--- config.mk ---
export PLATFORM = sky130hd
export DESIGN_NAME = uvd_sqrt_cell
export DESIGN_NICKNAME = d
export VERILOG_FILES = /design/src/rtl/core/uvd_pkg.sv /design/src/rtl/core/uvd_sqrt_cell.sv
export SDC_FILE = /design/constraint.sdc
export NUM_CORES = 1
export LEC_CHECK = 0
export ABC_AREA = 1
export BUFFER_PORTS_ARGS = -buffer_cell sky130_fd_sc_hd__buf_2
export CAP_MARGIN = 20
export CORE_UTILIZATION = 51
export CTS_BUF_LIST = sky130_fd_sc_hd__clkbuf_8
export CTS_CLUSTER_DIAMETER = 40
export DETAILED_ROUTE_END_ITERATION = 8
export PLACE_DENSITY = 0.83
export SLEW_MARGIN = 20
export SYNTH_ARGS = -nofsm -noshare
export SYNTH_HDL_FRONTEND = slang
export SYNTH_SLANG_ARGS = --single-unit
export TNS_END_PERCENT = 10
--- constraint.sdc ---
create_clock -name clk -period 2.7 [get_ports clk]
set_input_delay 0.405 -clock clk [delete_from_list [all_inputs] [get_ports clk]]
set_output_delay 0.405 -clock clk [all_outputs]
set_load 0.01 [all_outputs]
--- src/rtl/core/uvd_pkg.sv ---
// Shared types and widths for the unit vector and derivative block.
package uvd_pkg;

  localparam int M_W = 97;  // width of the signed numerator of the derivative
  localparam int Y_W = 82;  // width of the scaled numerator magnitude

  typedef logic signed [31:0] word_t;

  // Per-item data that travels along the pipeline next to the arithmetic cells.
  typedef struct packed {
    logic              zero;
    logic [2:0]        aneg;
    logic [2:0]        mneg;
    logic [2:0]        ovf;
    logic [4:0]        k;
    logic [31:0]       r;
    logic [2:0][31:0]  x;
    word_t [2:0]       d;
    word_t [2:0]       q;
  } item_t;

  // State of one square root cell: partial remainder, partial root, radicand bits.
  typedef struct packed {
    logic [33:0] rem;
    logic [31:0] root;
    logic [63:0] t;
  } sqrt_st_t;

  // State of one divider cell: remainder and a shared dividend and quotient register.
  typedef struct packed {
    logic [31:0] rem;
    logic [32:0] acc;
  } div_st_t;

endpackage

--- src/rtl/core/uvd_sqrt_cell.sv ---
// One bit step of the pipelined integer square root.
module uvd_sqrt_cell (
  input  logic              clk,
  input  logic              en,
  input  uvd_pkg::sqrt_st_t din,
  output uvd_pkg::sqrt_st_t dout
);
  import uvd_pkg::*;

  logic [35:0] trem;
  logic [35:0] trial;
  logic        ge;

  always_comb begin
    trem  = {din.rem, din.t[63:62]};
    trial = {2'b00, din.root, 2'b01};
    ge    = (trem >= trial);
  end

  always_ff @(posedge clk) begin
    if (en) begin
      dout.rem  <= ge ? 34'(trem - trial) : trem[33:0];
      dout.root <= {din.root[30:0], ge};
      dout.t    <= {din.t[61:0], 2'b00};
    end
  end

endmodule

==> reports/summary.log <==
qor: sta.period_minus_slack 2.07 ns
qor: synthesis.synth_flop_cell edfxtp_1
qor: status.status completed
qor: floorplanning.die_w 118 microns
qor: pwr.power.leakage 4.58 nW
qor: sta.fmax 483 MHz
qor: worst_setup_path.cp-startpoint din[77]
qor: synthesis.most_frequent_cell_after_synthesis nand2_1
qor: synthesis.post_synth_arst_share 0%
qor: floorplanning.design.die.area 0.0140 sq mm
qor: final_layout.syn_to_final_growth 28.1%
qor: synthesis.syn_avg_cell_area 8.90 sq um
qor: floorplanning.floorplan.core_area 0.0132 sq mm
qor: worst_setup_path.critical_path.endpoint_type flop
qor: grt.globalRoute.totalOverflow 0
qor: place.post-dp-hpwl 15,300 microns
qor: worst_setup_path.worstSetupStartpointType primary input
qor: clock_tree.number_of_hold_repair_buffers_added_at_the_cts_stage 0
qor: grt.maximum_number_of_pins_on_one_net_before_global_route_repair 75
qor: sta.hold_violations 0
qor: sta.holdWs 0.126 ns
qor: pwr.powerDensity 582 mW/mm^2
qor: clock_tree.clk_pin_slew_worst_paths 0.08 ns
qor: clock_tree.cts-buffers-inserted 17
qor: clock_tree.clock-sinks 128
qor: drt.drt_iter0_markers 464
qor: synthesis.synth-seq-area-share 55.7%
qor: clock_tree.cts.repair.resized 0
qor: worst_setup_path.crit_path_end dout[106]
qor: drt.drt_wl_total 19,400 microns
qor: sta.final.period_utilization 76.8%
qor: final_layout.final_net_count 1,223
qor: drt.viasPerCell 4.85
qor: grt.grt_pass1_vias 5,903
qor: drt.final_antenna_net_count 0
qor: clock_tree.cts_tree built
qor: final_layout.largest_register dout
qor: place.placed_cells 1,214
qor: synthesis.post_synth_inst_count 775
qor: place.placement.cell_area 0.00848 sq mm
qor: job.max-cap-violations 0
qor: synthesis.synth.largest_area_cell edfxtp_1
qor: synthesis.syn_area 0.00690 sq mm
qor: final_layout.largestRegisters dout (128)
qor: worst_setup_path.critical_path_peak_fanout 16
qor: worst_setup_path.critical_path_required 2.91 ns
qor: synthesis.netlist_top_cells_area edfxtp_1 (56%), nand2_1 (16%), inv_1 (7.6%)
qor: place.io_buffer_count 259
qor: synthesis.postSynthRegisterBits 128
qor: synthesis.netlist-cell-type-count 25
qor: drt.routed-via-count 6,052
qor: grt.grtUsageTotal 28.5%
qor: sta.rsz_0062_raised_after_global_routing no
qor: sta.report.final.setup_viol 0
qor: place.gp_routability_congestion 0.928
qor: clock_tree.clockRootBuffer clkbuf_8
qor: final_layout.fin_area 0.00884 sq mm
qor: synthesis.synth_enable_flop_cells 128
qor: final_layout.final_layout_size_suffix_gt1_share 29.3%
qor: synthesis.post_synth_most_frequent_cells nand2_1 (288), inv_1 (139), edfxtp_1 (128)
qor: drt.post_route_drc 0
qor: pwr.worst_ir_drop_vdd 277 uV
qor: hold_path.hold_path.class in2reg
qor: clock_tree.h-tree-depth 4
qor: worst_setup_path.setup.worst_path.class in2reg
qor: drt.post_dr_wirelength_cell 15.5 microns
qor: synthesis.yosys.area.top_type_share 55.7%
qor: clock_tree.cts_setup_buffers 0
qor: sta.slew_viol_final 0
qor: floorplanning.fp.dieH 118 microns
qor: floorplanning.placement_rows 42
qor: sta.setup_tns_after_final_layout 0 ns
qor: worst_setup_path.crit_arrival 2.29 ns
qor: floorplanning.pin_count 262
qor: floorplanning.floorplan.initialDensity 52.1%
qor: clock_tree.ctsLongestPathBuffers 2
qor: grt.antenna_found_initial 4
qor: final_layout.largest_register_ff_count 128
qor: drt.first_pass_iters 5
qor: final_layout.finish.cell_count_without_fillers 1,248
qor: final_layout.num-fill-cells 1,158
qor: synthesis.yosys_warnings 0
qor: grt.global_route_wire_length_before_repair 30,100 microns
==> metal layers <==
metal / up-vias / part of all wire (%) / wire length [microns] / track usage, %
met5: - / 0.15 / 29 / 0
met4: 4 / 2.0 / 397 / 9.62
met3: 32 / 7.8 / 1520 / 8.06
met2: 239 / 49 / 9590 / 49.4
met1: 2737 / 40 / 7840 / 33.9
li1: 3040 / - / - / -
==> cells in the final DEF, fill, tap and decap left out, types with 3 or more instances in the layout <==
master	count
nor3_1	3
xor2_1	15
and2_1	3
nand3b_1	4
inv_6	3
buf_4	8
clkinv_1	3
buf_2	258
edfxtp_1	128
o21ai_0	13
xnor2_1	3
ha_1	34
buf_12	4
nor2_2	8
clkbuf_8	17
nand2_1	288
a21oi_1	25
o21bai_1	3
inv_1	139
nor2_1	49
nand3_1	38
clkinv_2	5
nand4_1	6
==> per-stage QoR <==
| step | utilization, % | power, mW | worst slack (ns) |
|---|---|---|---|
| after floorplan | - | 3.15 | 0.643 |
| after global placement | 64.0 | 3.64 | 0.223 |
| after detailed placement | 64.0 | 3.66 | 0.174 |
| after CTS | 66.7 | 5.16 | 0.650 |
| after global routing | 66.7 | 5.40 | 0.483 |
| final | 66.7 | 5.14 | 0.628 |
==> area by class of cell <==
class                   instances  area (sq um)  share of cell area (%)
clock inverters                15           118                    1.33
repair buffers                270          1430                    16.2
flip-flops and latches        128          3840                    43.5
diodes                          2          5.00                  0.0566
well taps                     176           220                    2.49
clock buffers                  17           234                    2.65
inverters                     140           528                    5.97
multi-input cells             500          2460                    27.8
==> how the worst min path moves through the flow <==
| stage | depth (start not counted) | to | startpoint |
|---|---|---|---|
| 3_3_place_gp | 1 | dout[33] | din[31] |
| 4_1_cts | 1 | dout[12] | din[10] |
| 5_1_grt | 1 | dout[51] | din[49] |
| 6_report | 1 | dout[26] | din[24] |
| 2_1_floorplan | 0 | dout[10] | din[8] |
| 3_5_place_dp | 1 | dout[60] | din[58] |
==> power by group <==
part / internal, mW / total, mW / switching (mW)
Clock: 0.718 / 1.52 / 0.799
Sequential: 2.42 / 2.48 / 0.0512
Combinational: 0.441 / 1.15 / 0.708
Total: 3.58 / 5.14 / 1.56
==> kinds of logic after synthesis <==
group	after synthesis	share of synthesized area, %
fa+ha+maj	34	6.17
simple gates	404	23.9
other cells	1	0.0544
flops	128	55.7
xor+xnor	18	2.29
buf+inv	148	8.69
compound gates	42	3.21
==> critical path, stage by stage <==
cell and delay, ns:
buf_2 0.09, inv_1 0.04, ha_1 0.36, nand2_1 0.14, nor2_2 0.24, nand2_1 0.08, nor2_1 0.15, nand2_1 0.08
a21oi_2 0.11, nor2_1 0.07, nand2_4 0.14, inv_4 0.10, buf_12 0.16, nand2_1 0.06, nand2_1 0.05
(Power assumes the default switching activity.)
