===== src/rtl/core/uvd_pkg.sv =====
// Shared types and widths for the unit vector and derivative block.
package uvd_pkg;

  localparam int M_W = 97;  // width of the signed numerator of the derivative
  localparam int Y_W = 82;  // width of the scaled numerator magnitude

  typedef logic signed [31:0] word_t;

  // Per-item data that travels along the pipeline next to the arithmetic cells.
  typedef struct packed {
    logic              zero;
    logic [2:0]        aneg;
    logic [2:0]        mneg;
    logic [2:0]        ovf;
    logic [4:0]        k;
    logic [31:0]       r;
    logic [2:0][31:0]  x;
    word_t [2:0]       d;
    word_t [2:0]       q;
  } item_t;

  // State of one square root cell: partial remainder, partial root, radicand bits.
  typedef struct packed {
    logic [33:0] rem;
    logic [31:0] root;
    logic [63:0] t;
  } sqrt_st_t;

  // State of one divider cell: remainder and a shared dividend and quotient register.
  typedef struct packed {
    logic [31:0] rem;
    logic [32:0] acc;
  } div_st_t;

endpackage


===== src/rtl/core/uvd_div_cell.sv =====
// One quotient bit step of a pipelined restoring divider by a 32-bit divisor.
module uvd_div_cell (
  input  logic             clk,
  input  logic             en,
  input  logic [31:0]      divisor,
  input  uvd_pkg::div_st_t din,
  output uvd_pkg::div_st_t dout
);
  import uvd_pkg::*;

  logic [32:0] trem;
  logic [32:0] dv;
  logic        ge;

  always_comb begin
    trem = {din.rem, din.acc[32]};
    dv   = {1'b0, divisor};
    ge   = (trem >= dv);
  end

  // The dividend bits leave the top of acc while quotient bits enter at the bottom.
  always_ff @(posedge clk) begin
    if (en) begin
      dout.rem <= ge ? 32'(trem - dv) : trem[31:0];
      dout.acc <= {din.acc[31:0], ge};
    end
  end

endmodule


===== config.mk =====
export PLATFORM = sky130hd
export DESIGN_NAME = uvd_div_cell
export DESIGN_NICKNAME = d
export VERILOG_FILES = /design/src/rtl/core/uvd_pkg.sv /design/src/rtl/core/uvd_div_cell.sv
export SDC_FILE = /design/constraint.sdc
export NUM_CORES = 1
export LEC_CHECK = 0
export ABC_AREA = 1
export BUFFER_PORTS_ARGS = -buffer_cell sky130_fd_sc_hd__buf_2
export CORE_UTILIZATION = 52
export CTS_BUF_LIST = sky130_fd_sc_hd__clkbuf_16
export DETAILED_ROUTE_END_ITERATION = 8
export PLACE_DENSITY = 0.81
export SKIP_LAST_GASP = 1
export SLEW_MARGIN = 15
export SYNTH_ARGS = -nofsm -noshare
export SYNTH_HDL_FRONTEND = slang
export SYNTH_SLANG_ARGS = --single-unit

===== constraint.sdc =====
create_clock -name clk -period 3.3 [get_ports clk]
set_input_delay 0.33 -clock clk [delete_from_list [all_inputs] [get_ports clk]]
set_output_delay 0.33 -clock clk [all_outputs]
set_load 0.02 [all_outputs]

==> results of run 1 <==
==> per-layer routing <==
metal,GRT usage [%],routed length [um],vias to the layer above
met5,0,0,-
met4,4.79,84,0
met3,5.94,1060,8
met2,47.1,6290,187
met1,32.8,5730,2166
li1,-,-,2553
==> per-stage QoR <==
step,utilization [%],hold WS [ns],instances,setup slack (ns)
finish,67.7,0.173,1016,0.789
CTS,67.7,0.166,1016,0.767
global placement,64.3,0.506,1000,0.453
floorplan,-,0.429,717,1.37
detailed placement,64.3,0.508,1000,0.422
global route,67.7,0.165,1016,0.516
==> cell families after synthesis <==
kind of cell | share of synthesized area [%]
buf+inv | 12.7
fa+ha+maj | 8.17
xor+xnor | 2.38
compound gates | 2.38
simple gates | 36.5
flops | 37.9
==> cell usage in the layout, fill, tap and decap left out, types with 2 or more instances in the layout <==
master | Yosys | final
nor3_2 | 2 | 2
xor2_1 | 13 | 13
nand3_2 | 16 | 16
nand2_2 | 4 | 4
clkbuf_16 | 0 | 9
inv_1 | 149 | 149
nand2_1 | 276 | 276
nor3_1 | 6 | 6
nand3b_1 | 10 | 10
buf_2 | 7 | 163
clkinv_4 | 0 | 2
ha_1 | 32 | 32
and2_1 | 8 | 8
nor2_2 | 5 | 5
edfxtp_1 | 65 | 65
o21ai_0 | 2 | 2
bufinv_16 | 0 | 2
inv_6 | 0 | 2
nor2_1 | 34 | 34
nand3_1 | 52 | 52
nand4_1 | 2 | 2
a21oi_1 | 21 | 21
inv_2 | 3 | 3
==> how the worst max path moves through the flow <==
stage                      from                  to  slack [ns]  depth (start not counted)
finish              divisor[30]  dout[45]$_DFFE_PP_        0.79                         11
global route         divisor[7]  dout[34]$_DFFE_PP_        0.52                         13
CTS                 divisor[27]  dout[45]$_DFFE_PP_        0.77                         13
detailed placement  divisor[27]  dout[33]$_DFFE_PP_        0.42                         13
global placement    divisor[28]  dout[33]$_DFFE_PP_        0.45                         13
floorplan               din[32]  dout[49]$_DFFE_PP_        1.37                         13
==> cell usage after synthesis (7+ instances only) <==
cell type / count / area share, %
nor2_1: 34 / 2.5
inv_1: 149 / 11
nand3_1: 52 / 5.1
a21oi_1: 21 / 2.0
buf_2: 7 / 0.68
nand3b_1: 10 / 1.5
edfxtp_1: 65 / 38
and2_1: 8 / 0.97
nand2_1: 276 / 20
nand3_2: 16 / 3.1
xor2_1: 13 / 2.2
ha_1: 32 / 7.8
==> where the power goes <==
| group | total (W) | switching (W) | internal, W |
|---|---|---|---|
| combinational | 0.000844 | 0.000551 | 0.000293 |
| clock | 0.00105 | 0.000381 | 0.000668 |
| sequential | 0.00105 | 0.0000218 | 0.00103 |
| total | 0.00294 | 0.000954 | 0.00199 |
==> area by class of cell <==
class                   instances  area (um2)
clock buffers                   9         225
multi-input cells             490        2540
repair buffers                164         823
clock inverters                 7         100
fillers                       863        3040
inverters                     152         571
well taps                     129         161
flip-flops and latches         65        1950
==> worst max-delay path: cells and delay by family <==
family | cells | cell delay, ns
buffers and inverters | 3 | 0.19
adders and majority gates | 1 | 0.34
and+or+nand+nor | 5 | 1.38
AOI/OAI and AO/OA | 2 | 0.33
==> metrics.md, run 1 <==
| Metric | Value |
|---|---|
| PD cells | around 460 nW/um2 |
| CTS resizes | 0 |
| Crit-path cells | buf_2, inv_1, ha_1, inv_1, o21bai_1, a21oi_1, nand3_1, nor2_4, nand2_8, nand2_1, nand2_1 |
| Endpoint, Worst Hold | dout[3]$_DFFE_PP_ |
| Class of the worst hold path | input port to flip-flop |
| Top_reg_cell synth | edfxtp_1 |
| Clk buf depth | 2 |
| Syn Nets | 849 |
| Detailed Routing Iterations Pass 1 | 5 |
| Syn avg cell area | approximately 7.2 um2 |
| # Post-CTS Setup Buffers | 0 |
| DRC | 0 |
| Placed Area | 6050 um2 |
| Number of synthesized register bits | between 60 and 70 |
| N_diodes | 0 |
| Vias in the first global route | about 4,500 |
| Hold Startpoint | din[2] |
| Startpoint types | input port |
| Area grow syn2layout | 23.9% |
| CP max stage cell | nor2_4 |
| Routed WL | 13,200 um |
| DIE AREA | 10,300 um2 |
| Final count of hold timing violations | 0 |
| Setup Crit Path Kind | input port to flip-flop |
| Chip width | 101 um |
| Slew headroom | between 40% and 50% |
| CTS Hold Bufs | 0 |
| TritonCTS Buffers | 9 |
| Worst-path maximum fanout | 35 |
| Critical Path AT | 2.60 ns |
| Final setup fails | 0 |
| Leakage | 3.60 nW |
| Root Driver | clkbuf_16 |
| # H-tree levels | 3 |
| Initial antenna violation count | 0 |
| Final design area excluding fillers | 6370 um2 |
| Critical Path RT | 3.39 ns |
| Critical Path Max Stage Delay | slightly below 0.7 ns |
| Initial Util | 54.7% |
| Status | finished clean |
| Gpl congestion | 0.943 |
| Antenna Nets Post-Route | 0 |
| Ys async rst share | 0% |
| Max reg flops | 65 |
| First-pass GRT wire length | ~21,000 um |
| RSZ-0062 raised after global routing | no |
| Post-Syn Area | 5150 um2 |
| Number of vias per cell | between 4 and 5 |
| Max-Cap Viols | 0 |
| Setup crit end kind | flip-flop |
| Tcrit/Tclk final | 76.1% |
| Cell count after synthesis | approximately 720 |
| Hpwl dp | 10,400 um |
| WL per Instance | 13.0 um |
| Boundary pin count | 164 |
| Layout cells sized above 1 | between 20% and 30% |
| CTS tree | yes |
| Regs by FF count | dout: 65 flops |
| Layout Nets | 1,014 |
| Core ar. | 9420 um2 |
| Post-route minimum period | 2.51 ns |
| Total power | around 0.0029 W |
| DR vias | 4,914 |
| I/O Buffers | 163 |
| Initial DRC count | 314 |
| Clock sink total | 65 |
| Slew Limit Fails | 0 |
| Clock transition at path regs | around 0.060 ns |
| Synth Warn # | 0 |
| Worst hold stages | 1 |
| Seq/Total Area, Yosys | a little under two fifths |
| Fmax | roughly 400 MHz |
| Num rows | 35 |
| Top reg by flops | dout |
| Max rail drop VDD | about 0.00022 V |
| Worst slew pin tran | 0.885 ns |
| EDFF count, synth | 65 |
| GR Overflow Total | 0 |
| Setup TNS Final | 0 ns |
| Distinct cells, synth | 29 |
| Die height | 101 um |
| Largest net degree at the start of global routing | 66 |
| GRT Overall Usage | 26.4% |
No activity file was read; power rests on OpenSTA's default activity.
==> run 2, diff against run 1 <==
--- a/config.mk
+++ b/config.mk
@@ -7,10 +7,10 @@
 export LEC_CHECK = 0
 export ABC_AREA = 1
 export BUFFER_PORTS_ARGS = -buffer_cell sky130_fd_sc_hd__buf_2
-export CORE_UTILIZATION = 52
+export CORE_UTILIZATION = 47
 export CTS_BUF_LIST = sky130_fd_sc_hd__clkbuf_16
 export DETAILED_ROUTE_END_ITERATION = 8
-export PLACE_DENSITY = 0.81
+export PLACE_DENSITY = 0.78
 export SKIP_LAST_GASP = 1
 export SLEW_MARGIN = 15
 export SYNTH_ARGS = -nofsm -noshare
==> constraint.sdc (replaced) <==
create_clock -name clk -period 2.2 [get_ports clk]
set_input_delay 0.22 -clock clk [delete_from_list [all_inputs] [get_ports clk]]
set_output_delay 0.22 -clock clk [all_outputs]
set_load 0.02 [all_outputs]
==> run 2 against run 1 <==
Net effect:
- clock power rose by 48%
- sequential cell count did not move
- global-route usage fell by 1.0 points
- count of clock-buffer cells in the layout did not move
- total power rose by 52%
- non-clock buffer count rose by 24
- die area rose by 10%
- sequential power rose by 50%
- critical path type unchanged
- critical endpoint is now dout[33]$_DFFE_PP_
- largest power group unchanged
==> metrics.md, run 2 (synthesis gave the netlist of run 1 again) <==
| Metric | Value |
|---|---|
| Status | finished clean (unchanged) |
| DRC | 0 (unchanged) |
| Area grow syn2layout | 28.4% (was 23.9%) |
| Vias in the first global route | 4,643 (was 4,489) |
| Num rows | 37 (was 35) |
| Top sig layer | met4 (unchanged) |
| N_diodes | 0 (unchanged) |
| Fmax | 509 MHz |
| I/O Buffers | 163 (unchanged) |
| Endpoint, Worst Hold | dout[24]$_DFFE_PP_ (was dout[3]$_DFFE_PP_) |
| Setup crit end kind | flip-flop (unchanged) |
| Detailed Routing Iterations Pass 1 | 5 (unchanged) |
| Initial antenna violation count | 0 (unchanged) |
| Post-route minimum period | 1.96 ns |
| Core ar. | 10,500 um2 (was 9420 um2) |
| Min Hold Slack | 0.0567 ns (was 0.173 ns) |
| PD cells | 676 nW/um2 (was 462 nW/um2) |
| Number of vias per cell | 4.75 (was 4.84) |
| Max rail drop VDD | 0.000521 V (was 0.000222 V) |
| Met1 Wirelength | 6310 um (was 5730 um) |
| Largest net degree at the start of global routing | 66 (unchanged) |
| Class of the worst hold path | input port to flip-flop (unchanged) |
| First-pass GRT wire length | 22,200 um (was 20,900 um) |
| Leakage | 3.72 nW (was 3.60 nW) |
| Root Driver | clkbuf_16 (unchanged) |
| Antenna Nets Post-Route | 0 (unchanged) |
| Final setup fails | 0 (unchanged) |
| Clock sink total | 65 (unchanged) |
| Tcrit/Tclk final | between 80% and 90% |
| Clk buf depth | 2 (unchanged) |
| Layout cells sized above 1 | 25.9% (was 24.0%) |
| Worst hold stages | 1 (unchanged) |
| Slew headroom | 71.1% (was 40.9%) |
| CTS tree | yes (unchanged) |
| Regs by FF count | dout: 65 flops (unchanged) |
| Routed WL | 13,800 um (was 13,200 um) |
| Hpwl dp | 11,100 um (was 10,400 um) |
| Setup Crit Path Kind | input port to flip-flop (unchanged) |
| CTS Hold Bufs | 0 (unchanged) |
| Slew Limit Fails | 0 (unchanged) |
| Boundary pin count | 164 (unchanged) |
| Wire length on met3 | 934 um (was 1060 um) |
| GR Overflow Total | 0 (unchanged) |
| TritonCTS Buffers | 9 (unchanged) |
| Filler cells | 970 (was 863) |
| Max-Cap Viols | 0 (unchanged) |
| GRT Overall Usage | 25.4% (was 26.4%) |
| Commonest non-fill, non-tap cell in the layout | nand2_1 (unchanged) |
| Critical Path AT | 2.05 ns (was 2.60 ns) |
| Worst slew pin tran | 0.432 ns (was 0.885 ns) |
| Startpoint types | input port (unchanged) |
| Die height | 107 um (was 101 um) |
| Most frequent cells in the layout | nand2_1, buf_2, inv_1 (unchanged) |
| Gpl congestion | 0.922 (was 0.943) |
| Initial Util | 49.2% (was 54.7%) |
| Layout Nets | 1,038 (was 1,014) |
| # Post-CTS Setup Buffers | 0 (unchanged) |
| Hold Startpoint | din[23] (was din[2]) |
| DR vias | 4,977 (was 4,914) |
| Worst-path maximum fanout | 35 (unchanged) |
| Total power | 0.00447 W (was 0.00294 W) |
| Final count of hold timing violations | 0 (unchanged) |
| CTS resizes | 0 (unchanged) |
| Initial DRC count | 222 (was 314) |
| RSZ-0062 raised after global routing | no (unchanged) |
| WL per Instance | 13.1 um (was 13.0 um) |
| Routed wl met2 | 6380 um (was 6290 um) |
| DIE AREA | 11,400 um2 (was 10,300 um2) |
| Clock transition at path regs | 0.06 ns (about the same) |
| # H-tree levels | 3 (unchanged) |
| Critical Path RT | 2.28 ns (was 3.39 ns) |
| Top reg by flops | dout (unchanged) |
| Chip width | 107 um (was 101 um) |
| Max reg flops | 65 (unchanged) |
[run 2: routing by layer]
| metal | track usage (%) | vias to the layer above |
|---|---|---|
| met3 | 5.05 | 10 |
| met2 | 41.4 | 179 |
| met4 | 6.75 | 0 |
| li1 | - | 2605 |
| met5 | 0 | - |
| met1 | 34.3 | 2183 |
[run 2: worst max-delay path by stage]
stage	endpoint	depth (start not counted)	start
3_5_place_dp	dout[34]$_DFFE_PP_	13	divisor[16]
6_report	dout[33]$_DFFE_PP_	13	divisor[7]
3_3_place_gp	dout[34]$_DFFE_PP_	13	divisor[20]
2_1_floorplan	dout[49]$_DFFE_PP_	13	din[32]
5_1_grt	dout[33]$_DFFE_PP_	13	divisor[17]
4_1_cts	dout[48]$_DFFE_PP_	13	divisor[7]
[run 2: worst max-delay path, cell delays in order]
cell and delay [ns]:
buf_2 0.07, inv_1 0.03, ha_1 0.34, nand2_1 0.15, nor2_1 0.11, nand2_1 0.10
nor2_1 0.05, nand2_1 0.05, nand3_1 0.10, nor2_4 0.37, nand2_8 0.25, nand2_1 0.11
o21ai_0 0.08
[run 2: stage by stage]
| step | area (um2) | std cells | worst slack [ns] | TNS (ns) | utilization, % |
|---|---|---|---|---|---|
| 6_report | 6610 | 1047 | 0.235 | 0 | 63.2 |
| 5_1_grt | 6610 | 1047 | 0.00490 | 0 | 63.2 |
| 4_1_cts | 6610 | 1047 | 0.212 | 0 | 63.2 |
| 3_5_place_dp | 6290 | 1031 | -0.164 | -3.93 | 60.1 |
| 3_3_place_gp | 6290 | 1031 | -0.0738 | -1.57 | 60.1 |
| 2_1_floorplan | 5150 | 717 | 0.385 | 0 | - |
[run 2: final cells by class]
cell class	instances	area (um2)	area share [%]
Multi-Input combinational cell	490	2540	38.5
Clock inverter	7	96.3	1.46
Timing Repair Buffer	188	1050	15.9
Inverter	152	571	8.63
Tap cell	136	170	2.57
Sequential cell	65	1950	29.5
Clock buffer	9	225	3.41
[run 2: power by group]
group | switching (W) | total (W) | internal [W]
Clock | 0.000564 | 0.00155 | 0.000991
Sequential | 0.0000321 | 0.00158 | 0.00154
Combinational | 0.000845 | 0.00134 | 0.000495
==> run 3, diff against run 2 <==
--- a/config.mk
+++ b/config.mk
@@ -7,10 +7,11 @@
 export LEC_CHECK = 0
 export ABC_AREA = 1
 export BUFFER_PORTS_ARGS = -buffer_cell sky130_fd_sc_hd__buf_2
-export CORE_UTILIZATION = 47
-export CTS_BUF_LIST = sky130_fd_sc_hd__clkbuf_16
+export CORE_MARGIN = 5
+export CORE_UTILIZATION = 48
+export CTS_BUF_LIST = sky130_fd_sc_hd__clkbuf_8
 export DETAILED_ROUTE_END_ITERATION = 8
-export PLACE_DENSITY = 0.78
+export PLACE_DENSITY = 0.81
 export SKIP_LAST_GASP = 1
 export SLEW_MARGIN = 15
 export SYNTH_ARGS = -nofsm -noshare
==> run 3 against run 2 <==
Net effect:
- cell area grew 2.9%
- total power shrank 5.7%
- final cell count grew 3.1%
- critical endpoint is now dout[48]$_DFFE_PP_
- sequential share of layout area shrank 0.84 points
- critical path depth grew 1
- hold slack lost 0.0088 ns
==> metrics.md, run 3 (synthesis gave the netlist of run 1 again) <==
| Metric | Value |
|---|---|
| Reg power frac | 37.3% (was 35.2%) |
| Die height | 114 um (was 107 um) |
| CTS resizes | 0 (unchanged) |
| Startpoint types | input port (unchanged) |
| DIE AREA | 12,900 um2 (was 11,400 um2) |
| # Post-CTS Setup Buffers | 0 (unchanged) |
| Gpl congestion | 1.00 (was 0.922) |
| Tcrit/Tclk final | 89.7% (was 89.3%) |
| Antenna Nets Post-Route | 0 (unchanged) |
| Detailed Routing Iterations Pass 1 | 5 (unchanged) |
| Class of the worst hold path | input port to flip-flop (unchanged) |
| # H-tree levels | 3 (unchanged) |
| RSZ-0062 raised after global routing | no (unchanged) |
| I/O Buffers | 163 (unchanged) |
| Max reg flops | 65 (unchanged) |
| Clk buf depth | 2 (unchanged) |
| DR vias | 5,051 (was 4,977) |
| Fmax | 507 MHz (was 509 MHz) |
| Final design area excluding fillers | 6800 um2 (was 6610 um2) |
| TritonCTS Buffers | 9 (unchanged) |
| Min Hold Slack | 0.0479 ns (was 0.0567 ns) |
| Clock sink total | 65 (unchanged) |
| Slew Limit Fails | 0 (unchanged) |
| Int Power | 0.00276 W (was 0.00303 W) |
| Met2 usage in global routing | 36.5% (was 41.4%) |
| Boundary pin count | 164 (unchanged) |
| Num rows | 37 (unchanged) |
| Cell Count Post-Placement | 1,063 (was 1,031) |
| Post-Layout Cell Count | 1,079 (was 1,047) |
| PD cells | 619 nW/um2 (was 676 nW/um2) |
| Logic pwr share | 34.5% (was 30.0%) |
| Grt met1 use | 30.7% (was 34.3%) |
| Setup Crit Path Kind | input port to flip-flop (unchanged) |
| Core ar. | 10,400 um2 (was 10,500 um2) |
| Final setup fails | 0 (unchanged) |
| Initial antenna violation count | 0 (unchanged) |
| Switching Power | 0.00145 W (was 0.00144 W) |
| Regs by FF count | dout: 65 flops (unchanged) |
| DRC | 0 (unchanged) |
| Slew headroom | 72.1% (was 71.1%) |
| Layout Nets | 1,070 (was 1,038) |
| Final count of hold timing violations | 0 (unchanged) |
| CTS tree | yes (unchanged) |
| N_diodes | 0 (unchanged) |
| Max-Cap Viols | 0 (unchanged) |
| Grt peak-use layer | met2 (unchanged) |
| Placed Area | 6580 um2 (was 6290 um2) |
| Chip width | 114 um (was 107 um) |
| Initial DRC count | 273 (was 222) |
| Setup crit end kind | flip-flop (unchanged) |
| Routed WL | 14,600 um (was 13,800 um) |
| Critical Path RT | 2.29 ns (was 2.28 ns) |
| Root Driver | clkbuf_8 (was clkbuf_16) |
| Status | finished clean (unchanged) |
| Final Worst Setup Slack | 0.227 ns (was 0.235 ns) |
| Commonest non-fill, non-tap cell in the layout | nand2_1 (unchanged) |
| Vias in the first global route | 4,756 (was 4,643) |
| GR Overflow Total | 0 (unchanged) |
| Pre-CTS setup slack | -0.0963 ns (was -0.164 ns) |
| Max rail drop VDD | 0.000465 V (was 0.000521 V) |
| Top reg by flops | dout (unchanged) |
| Initial Util | 49.6% (was 49.2%) |
| Largest net degree at the start of global routing | 66 (unchanged) |
| Hpwl dp | 11,900 um (was 11,100 um) |
| Leakage | 3.85 nW (was 3.72 nW) |
| WL per Instance | 13.5 um (was 13.1 um) |
| CTS Hold Bufs | 0 (unchanged) |
| Global Route met3 Usage | 3.87% (was 5.05%) |
| Worst-path maximum fanout | 15 (was 35) |
| Post-route minimum period | 1.97 ns (was 1.96 ns) |
| Clk pwr share | 28.3% (was 34.8%) |
| First-pass GRT wire length | 22,800 um (was 22,200 um) |
| Area grow syn2layout | 32.2% (was 28.4%) |
| Critical Path AT | 2.07 ns (was 2.05 ns) |
| GRT Overall Usage | 22.1% (was 25.4%) |
| Worst slew pin tran | 0.417 ns (was 0.432 ns) |
| Layout cells sized above 1 | 28.5% (was 25.9%) |
| Most frequent cells in the layout | nand2_1, buf_2, inv_1 (unchanged) |
| Number of vias per cell | 4.68 (was 4.75) |
| Switching Fraction | 34.4% (was 32.2%) |
| Clock transition at path regs | 0.08 ns (was 0.06 ns) |
| Filler cells | 944 (was 970) |
[run 3: cell types whose count changed in the layout (fill, tap and decap cells not counted)]
cell and change:
buf_12 +4, clkinv_4 -1, inv_1 -1, clkbuf_8 +9, inv_6 +2, clkbuf_16 -9
buf_4 +28
[run 3: stage by stage]
stage	total power, W	util, %	TNS, ns
floorplan	0.00248	-	0
global placement	0.00302	63.4	-0.412
detailed placement	0.00305	63.4	-1.78
CTS	0.00424	65.6	0
global route	0.00445	65.6	0
finish	0.00421	65.6	0
[run 3: cell type report]
class | count | area (um2) | area share [%]
clock buffer | 9 | 124 | 1.82
clock inverter | 7 | 101 | 1.49
inverter | 152 | 571 | 8.39
multi-input combinational | 490 | 2540 | 37.4
sequential | 65 | 1950 | 28.7
tap | 136 | 170 | 2.50
timing repair buffer | 220 | 1340 | 19.7
[run 3: layer usage]
metal	up-vias	wire, um
met5	-	0
met4	0	157
met3	14	1050
met2	171	6750
met1	2208	6630
li1	2658	-
[run 3: final timing paths]
| check | slack (ns) | cells after the start | end | from |
|---|---|---|---|---|
| min | 0.05 | 1 | dout[5]$_DFFE_PP_ | din[4] |
| max | 0.23 | 14 | dout[48]$_DFFE_PP_ | divisor[19] |
[run 3: worst max-delay path: stages]
cell and delay [ns]:
buf_2 0.08, inv_1 0.04, ha_1 0.34, nand2_1 0.14, nor2_2 0.06, nand2_1 0.10, nor2_2 0.07, nand2_1 0.07
nand3_1 0.10, nor2_4 0.36, nand2_8 0.15, buf_12 0.18, nand2_1 0.07, nand2_1 0.05
[run 3: power by group through the flow]
stage | Combinational [W] | Sequential [W] | Clock (W)
finish | 0.00145 | 0.00157 | 0.00119
global route | 0.00161 | 0.00159 | 0.00125
CTS | 0.00146 | 0.00157 | 0.00121
detailed placement | 0.00145 | 0.00160 | 0
global placement | 0.00143 | 0.00160 | 0
floorplan | 0.000682 | 0.00179 | 0
